File: src/ip_prefix_allow_table_core_assert.svh
// ----------------------------------------------------------------------------
// Assertion macros for the prefix allow table
// Concurrent checks sampled on clk_i and disabled while rst_ni is low.
// ----------------------------------------------------------------------------
`ifndef IP_PREFIX_ALLOW_TABLE_CORE_ASSERT_SVH
`define IP_PREFIX_ALLOW_TABLE_CORE_ASSERT_SVH

// The consequent must hold in the same cycle as the antecedent.
`define IPAT_ASSERT_NOW(lbl, ante, cons, msg) \
  lbl: assert property (@(posedge clk_i) disable iff (!rst_ni) (ante) |-> (cons)) \
    else $error(msg);

// The consequent must hold in the cycle after the antecedent.
`define IPAT_ASSERT_NEXT(lbl, ante, cons, msg) \
  lbl: assert property (@(posedge clk_i) disable iff (!rst_ni) (ante) |=> (cons)) \
    else $error(msg);

`endif

File: src/ipat_pkg.sv
// ----------------------------------------------------------------------------
// ipat_pkg
// Types, codes and the prefix mask function shared by the allow table files.
// ----------------------------------------------------------------------------
package ipat_pkg;

  localparam int unsigned AddrW = 128;
  localparam int unsigned V4W   = 32;
  localparam int unsigned PfxW  = 8;

  localparam logic [PfxW-1:0] V6MaxPfx = 8'd128;
  localparam logic [PfxW-1:0] V4MaxPfx = 8'd32;

  typedef enum logic [1:0] {
    MODE_ADD    = 2'd0,
    MODE_REMOVE = 2'd1,
    MODE_LOOKUP = 2'd2
  } mode_e;

  typedef enum logic [2:0] {
    ST_OK        = 3'd0,
    ST_DUP       = 3'd1,
    ST_INVALID   = 3'd2,
    ST_NOT_FOUND = 3'd3,
    ST_FULL      = 3'd4
  } status_e;

  typedef enum logic [1:0] {
    S_CLEAR,
    S_IDLE,
    S_SCAN,
    S_FINISH
  } fsm_e;

  typedef struct packed {
    logic             valid;
    logic             is_ipv6;
    logic [AddrW-1:0] addr;
    logic [PfxW-1:0]  prefix;
  } entry_t;

  typedef struct packed {
    logic             lookup;
    logic             is_ipv6;
    logic [AddrW-1:0] addr;
    logic [PfxW-1:0]  prefix;
  } key_t;

  // IPv6 masks cover all 128 bits from the top; IPv4 masks cover the low 32 bits.
  function automatic logic [AddrW-1:0] prefix_mask(input logic v6, input logic [PfxW-1:0] p);
    logic [AddrW-1:0] m;
    m = '0;
    for (int j = 0; j < AddrW; j++) begin
      if (v6 && (PfxW'(j) < p)) begin
        m[AddrW-1-j] = 1'b1;
      end
    end
    for (int j = 0; j < V4W; j++) begin
      if (!v6 && (PfxW'(j) < p)) begin
        m[V4W-1-j] = 1'b1;
      end
    end
    return m;
  endfunction

endpackage

File: src/ipat_cmp.sv
// ----------------------------------------------------------------------------
// ipat_cmp
// Compares one stored entry against the search key of the current item.
// ----------------------------------------------------------------------------
module ipat_cmp import ipat_pkg::*; (
  input  entry_t slot_i,
  input  key_t   key_i,
  output logic   match_o
);

  logic [AddrW-1:0] slot_mask;
  logic             fam_ok;
  logic             exact;
  logic             covers;

  always_comb begin
    slot_mask = prefix_mask(slot_i.is_ipv6, slot_i.prefix);
    fam_ok    = slot_i.valid && (slot_i.is_ipv6 == key_i.is_ipv6);
    exact     = (slot_i.addr == key_i.addr) && (slot_i.prefix == key_i.prefix);
    covers    = ((key_i.addr & slot_mask) == slot_i.addr);
    match_o   = fam_ok && (key_i.lookup ? covers : exact);
  end

endmodule

File: config.mk
export PLATFORM = sky130hd
export DESIGN_NAME = ipat_cmp
export DESIGN_NICKNAME = d
export VERILOG_FILES = /design/src/ip_prefix_allow_table_core_assert.svh /design/src/ipat_pkg.sv /design/src/ipat_cmp.sv
export SDC_FILE = /design/constraint.sdc
export NUM_CORES = 1
export LEC_CHECK = 0
export ABC_AREA = 1
export BUFFER_PORTS_ARGS = -buffer_cell sky130_fd_sc_hd__buf_2
export CELL_PAD_IN_SITES_DETAIL_PLACEMENT = 2
export CELL_PAD_IN_SITES_GLOBAL_PLACEMENT = 2
export CORE_MARGIN = 2
export CORE_UTILIZATION = 22
export DETAILED_ROUTE_END_ITERATION = 10
export PLACE_DENSITY_LB_ADDON = 0.1
export SLEW_MARGIN = 30
export SYNTH_ARGS = -nofsm -noshare
export SYNTH_HDL_FRONTEND = slang
export SYNTH_SLANG_ARGS = --single-unit
File: constraint.sdc
create_clock -name vclk -period 2
set_input_delay 0 -clock vclk [all_inputs]
set_output_delay 0 -clock vclk [all_outputs]
set_load 0.05 [all_outputs]
==> results of run 1 <==
==> critical path, stage by stage <==
cell     delay [ps]
buf_6           120
inv_2           150
buf_4           150
nand2_1          50
nor2_1          150
buf_6           190
nand2_1          80
nand3_1          90
xor2_1           80
nor2_1          200
nand2_1         160
nor2_2          140
nand2_1          90
nor2_2          120
nand3_2         100
a21oi_2         140
buf_6           170
==> stage by stage <==
step	std cells	instance area (um2)	setup TNS (ps)
2_1_floorplan	1348	6380	0
3_3_place_gp	2113	9200	-705
3_5_place_dp	2113	9200	-739
4_1_cts	2137	10200	-47.1
5_1_grt	2147	10600	-371
6_report	2148	10600	-205
==> logic make-up after synthesis <==
group | count (synthesis) | share of synthesized area (%)
compound gates | 40 | 3.53
xor+xnor | 110 | 15.1
simple gates | 980 | 67.8
buf+inv | 218 | 13.6
==> cells in the mapped netlist <==
master,count
a21oi_1,5
a21oi_4,1
buf_1,1
buf_2,17
buf_4,3
buf_6,2
clkbuf_1,8
clkbuf_2,1
inv_1,180
inv_2,6
nand2_1,521
nand2_2,5
nand3_1,175
nand3_2,1
nand3b_1,13
nand4_1,81
nor2_1,132
nor2_2,1
nor2_4,1
nor2_8,2
nor3_1,11
nor3b_1,3
nor4_1,3
o2111ai_1,1
o211ai_1,4
o21ai_0,23
o21ai_1,6
or2_2,31
xnor2_1,75
xor2_1,35
==> repair_timing <==
item / 4_1_cts / 5_1_grt
gates cloned: 5 / 1
gates resized for setup: 208 / 80
pin swaps: 67 / 51
endpoints found under the setup margin: 1 / 1
buffers inserted: 20 / 8
==> where the power goes <==
group	internal, mW	leakage, nW	switching, mW	total, mW
Sequential	0	0	0	0
Clock	0.000000201	0.0000190	0	0.000000201
Combinational	1.01	5.64	1.28	2.29
Total	1.01	5.64	1.28	2.29
==> area by class of cell <==
cell class                 instances  share of cell area, %
inverter                         186                   6.98
timing repair buffer             445                   30.0
multi-input combinational       1130                   58.4
antenna                            3                 0.0711
tap                              384                   4.55
==> metal layers <==
| metal | global-route usage (%) | vias up | part of all wire, % | wire (um) |
|---|---|---|---|---|
| met3 | 3.02 | 67 | 4.4 | 1830 |
| li1 | - | 5098 | - | - |
| met1 | 31.8 | 5141 | 42 | 17200 |
| met4 | 8.44 | 2 | 3.3 | 1350 |
| met5 | 0 | - | 0.027 | 11 |
| met2 | 48.0 | 256 | 51 | 21100 |
==> final timing paths <==
kind / startpoint / end / slack (ps) / cells after the start
worst max-delay path: slot_i[5] / match_o / -200 / 17
worst min-delay path: key_i[137] / match_o / 300 / 3
==> reports/results.ini, run 1 <==
[layout]
post-route-util_pct=36.9
syn_to_final_growth_pct=65.6
clkbuf_count=0
design.seq.count=0
final_common_cell=nand2_1
multi_input_area_mm2=0.00616
ff_latch_area_um2=0
nNetsFinal=2039
fillers=3747
mostFrequentLayoutCells=456 x nand2_1, 267 x buf_2, 166 x inv_1, 159 x nand3_1, 113 x buf_4
drive_above_1_share_pct=36.3

[detailed_routing]
dr.pass1.iters=5
route.vias.total=10564
viasPerCell=4.92
drt-initial-drc-count=285
wl_per_cell_um=19.3
ant_nets=0
drc=0
routed_wl_mm=41.5

[grt]
grt_remaining_overflow=0
grt_pass1_vias=11657
grt_max_degree=33
grt_use_total_pct=26.3
grt_first_pass_wirelength_mm=63.7
antenna_found_initial=3

[synthesis]
yosysTopAreaCell=nand2_1
postSynthCellCount=1348
yosysSeqAreaShare_pct=0
syn_avg_cell_area_um2=4.73
syn_nets=1624
synth_warnings=0
ys_types=30
synth_area_leaders=nand2_1 31%, nand3_1 14%, inv_1 11%, xnor2_1 10%, nand4_1 7.9%
yosys.area.top_type_share_pct=30.7
synth_area_mm2=0.00638

[timing]
post-route-min-period_ps=2200
setup-violations-final=1
finalCritPeriodShare_pct=110
fin_ws_ps=-205
max_slew_margin_pct=72.4
fmax_ghz=0.454
finalHoldViolCount=0
slew_viol_final=0
worst_pin_slew_ps=410
hold_ws_ps=301
rsz0062_at_grt=yes

[status]
violations=setup timing
status=complete, but fails checks

[flow_run]
max_cap_violations=0

[placed_design]
place_hpwl_mm=33.3
dp_slack_ps=-739
gp_congestion=0.848
portBuffers=277

[floorplan]
die_y_um=174
io_pins=277
initial_core_util_pct=22.3
die_width_um=174
rows=62
core_area_mm2=0.0286
dieArea_mm2=0.0304

[power]
totalPowerFinal_mw=2.29
p_leak_nw=5.64
ir_drop_mv=0.0677
power-per-cell-area_mw_per_mm2=217

[worst_setup_path]
worstSetupPathType=in -> out
required_ps=2000
cp.arrival_ps=2200
start_kind=primary input
end_kind=primary output
worstPathMaxFanout=12

[clock_tree]
cts_hold_buf=0

[worst_hold_path]
min_path_type=in -> out

(Power assumes the default switching activity.)
==> run 2: changes to the inputs <==
--- a/config.mk
+++ b/config.mk
@@ -12,7 +12,8 @@
 export CORE_MARGIN = 2
 export CORE_UTILIZATION = 22
 export DETAILED_ROUTE_END_ITERATION = 10
-export PLACE_DENSITY_LB_ADDON = 0.1
+export GPL_ROUTABILITY_DRIVEN = 0
+export PLACE_DENSITY_LB_ADDON = 0.12
 export SLEW_MARGIN = 30
 export SYNTH_ARGS = -nofsm -noshare
 export SYNTH_HDL_FRONTEND = slang
==> run 2 against run 1 <==
The run still ends with setup timing left. Total power up 1.7%. Final area down 0.17%. Combinational power up 2%. Die area unchanged. Via count up 0.68%. Setup slack worse by 120 ps. Global-route usage down 0.94 points. Flip-flop and latch count unchanged. Core utilization down 0.061 points. First-iteration DRC count up 59%.
==> reports/results.ini, run 2 (synthesis gave the netlist of run 1 again) <==
[worst_setup_path]
worstSetupPathType=in -> out
cp.arrival_ps=2320  ; +120 ps
cp_common_cell=buf_12
end_kind=primary output
crit_cells=17  ; unchanged
start_kind=primary input
crit_start=slot_i[6]
path_cells=buf_12 -> clkinv_8 -> nand2_8 -> nor2_4 -> buf_12 -> buf_4 -> o21ai_0 -> nand3b_1 -> nand3_1 -> nor2_1 -> nand2_1 -> nor2_2 -> nand2_1 -> nor2_1 -> nand3_1 -> a21oi_2 -> buf_12
worstPathMaxFanout=5  ; -7
cp_slowest_cell=nor2_4
endpoint=match_o
required_ps=2000  ; about the same
cp_num_buf_inv=5  ; unchanged
crit_family=simple AND/OR/NAND/NOR gates
max_stage_delay_ps=230  ; +30 ps

[power]
ir_drop_mv=0.0759  ; +12%
power-per-cell-area_mw_per_mm2=221  ; +1.9%
p_clk_share_pct=0  ; unchanged
p_leak_nw=5.57  ; -1.3%
p_comb_share_pct=100.0  ; about the same
totalPowerFinal_mw=2.33  ; +1.7%
seqPwrFrac_pct=0  ; unchanged
p_sw_share_pct=56.7  ; +0.75 points
p_switching_mw=1.32  ; +3.1%
p_int_mw=1.01  ; about the same

[placed_design]
dp_slack_ps=-437  ; +302 ps
portBuffers=277  ; unchanged
place_hpwl_mm=33.2  ; -0.37%
place_area_mm2=0.00916  ; -0.44%

[worst_hold_path]
min_path_type=in -> out

[detailed_routing]
viasPerCell=4.96  ; +0.87%
wl_per_cell_um=20.3  ; +5.0%
drc=0  ; unchanged
routed_wl_mm=43.5  ; +4.8%
ant_nets=0  ; unchanged
dr.pass1.iters=6  ; +1
drt-initial-drc-count=452  ; +59%
route.vias.total=10636  ; +0.68%

[grt]
antenna_found_initial=2  ; -1
grt_remaining_overflow=0  ; unchanged
grt_first_pass_wirelength_mm=61.3  ; -3.9%
grt_pass1_vias=11364  ; -2.5%
grt_max_degree=28  ; -15%
grt_use_total_pct=25.3  ; -0.94 points

[layout]
ff_latch_area_um2=0  ; unchanged
multi_input_area_mm2=0.00617  ; about the same
design_area_mm2=0.0105  ; -0.17%
clkbuf_count=0  ; unchanged
syn_to_final_growth_pct=65.3
drive_above_1_share_pct=36.8  ; +0.50 points
fillers=3741  ; -0.16%
design.seq.count=0  ; unchanged
final_common_cell=nand2_1
nNetsFinal=2037  ; -0.098%
mostFrequentLayoutCells=452 x nand2_1, 268 x buf_2, 168 x inv_1, 160 x nand3_1, 120 x buf_4

[timing]
post-route-min-period_ps=2320  ; +120 ps
rsz0062_at_grt=yes
max_slew_margin_pct=69.1  ; -3.4 points
worst_pin_slew_ps=461  ; +50.6 ps
fin_ws_ps=-325  ; -120 ps
hold_ws_ps=322  ; +20.7 ps
slew_viol_final=0  ; unchanged
fmax_ghz=0.430  ; -5.2%
finalHoldViolCount=0  ; unchanged
finalCritPeriodShare_pct=116  ; +6.0 points
setup-violations-final=1  ; unchanged

[floorplan]
core_area_mm2=0.0286  ; unchanged
rows=62  ; unchanged
die_y_um=174  ; unchanged
io_pins=277  ; unchanged
dieArea_mm2=0.0304  ; unchanged
initial_core_util_pct=22.3  ; unchanged
die_width_um=174  ; unchanged

[status]
status=complete, but fails checks
violations=setup timing

[clock_tree]
cts_hold_buf=0  ; unchanged

[flow_run]
max_cap_violations=0  ; unchanged

-- run 2: changes by cell type in the layout (fill, tap and decap cells not counted), sizes merged --
| cell | before | now |
|---|---|---|
| buf | 443 | 440 |
| clkinv | 0 | 2 |
| diode | 3 | 1 |
| inv | 185 | 183 |
| clkbuf | 1 | 2 |
-- run 2: cell type report --
type,instances,area share (%)
diodes,1,0.0237
inverters,186,7.14
repair buffers,443,29.8
well taps,384,4.56
multi-input cells,1130,58.5
-- run 2: tightest hold or removal path: stages --
cell     delay [ps]
buf_2           100
a21oi_2          80
buf_12          140
-- run 2: stage by stage --
| step | std cells | util (%) | TNS (ps) |
|---|---|---|---|
| CTS | 2130 | 34.8 | -100 |
| global placement | 2104 | 32.0 | -379 |
| finish | 2144 | 36.8 | -325 |
| floorplan | 1348 | - | 0 |
| global route | 2143 | 36.8 | -453 |
| detailed placement | 2104 | 32.0 | -437 |
-- run 2: metal layers --
layer  vias up  track usage, %  part of all wire (%)
met5         -               0                 0.030
met4         2            5.64                   4.1
met3        97            2.84                   4.9
met2       307            47.5                    49
met1      5134            30.7                    41
li1       5096               -                     -
-- run 2: power by group through the flow --
stage,logic (mW),registers [mW],clock network [mW]
after floorplan,0.949,0,0
after global placement,1.86,0,0
after detailed placement,1.93,0,0
after CTS,2.13,0,0
after global routing,2.54,0,0
final,2.33,0,0.0000000622
-- run 2: worst min path at each step --
stage	end	slack (ps)	start	cells past startpoint
floorplan	match_o	150	key_i[137]	1
global placement	match_o	320	key_i[137]	3
detailed placement	match_o	320	key_i[137]	3
CTS	match_o	310	key_i[137]	3
global route	match_o	340	key_i[137]	3
finish	match_o	320	key_i[137]	3
-- run 2: timing repair --
action,CTS,global route
pin swaps,40,83
setup buffers,22,12
cloned,4,3
resized for setup,177,122
endpoints found under the setup margin,1,1
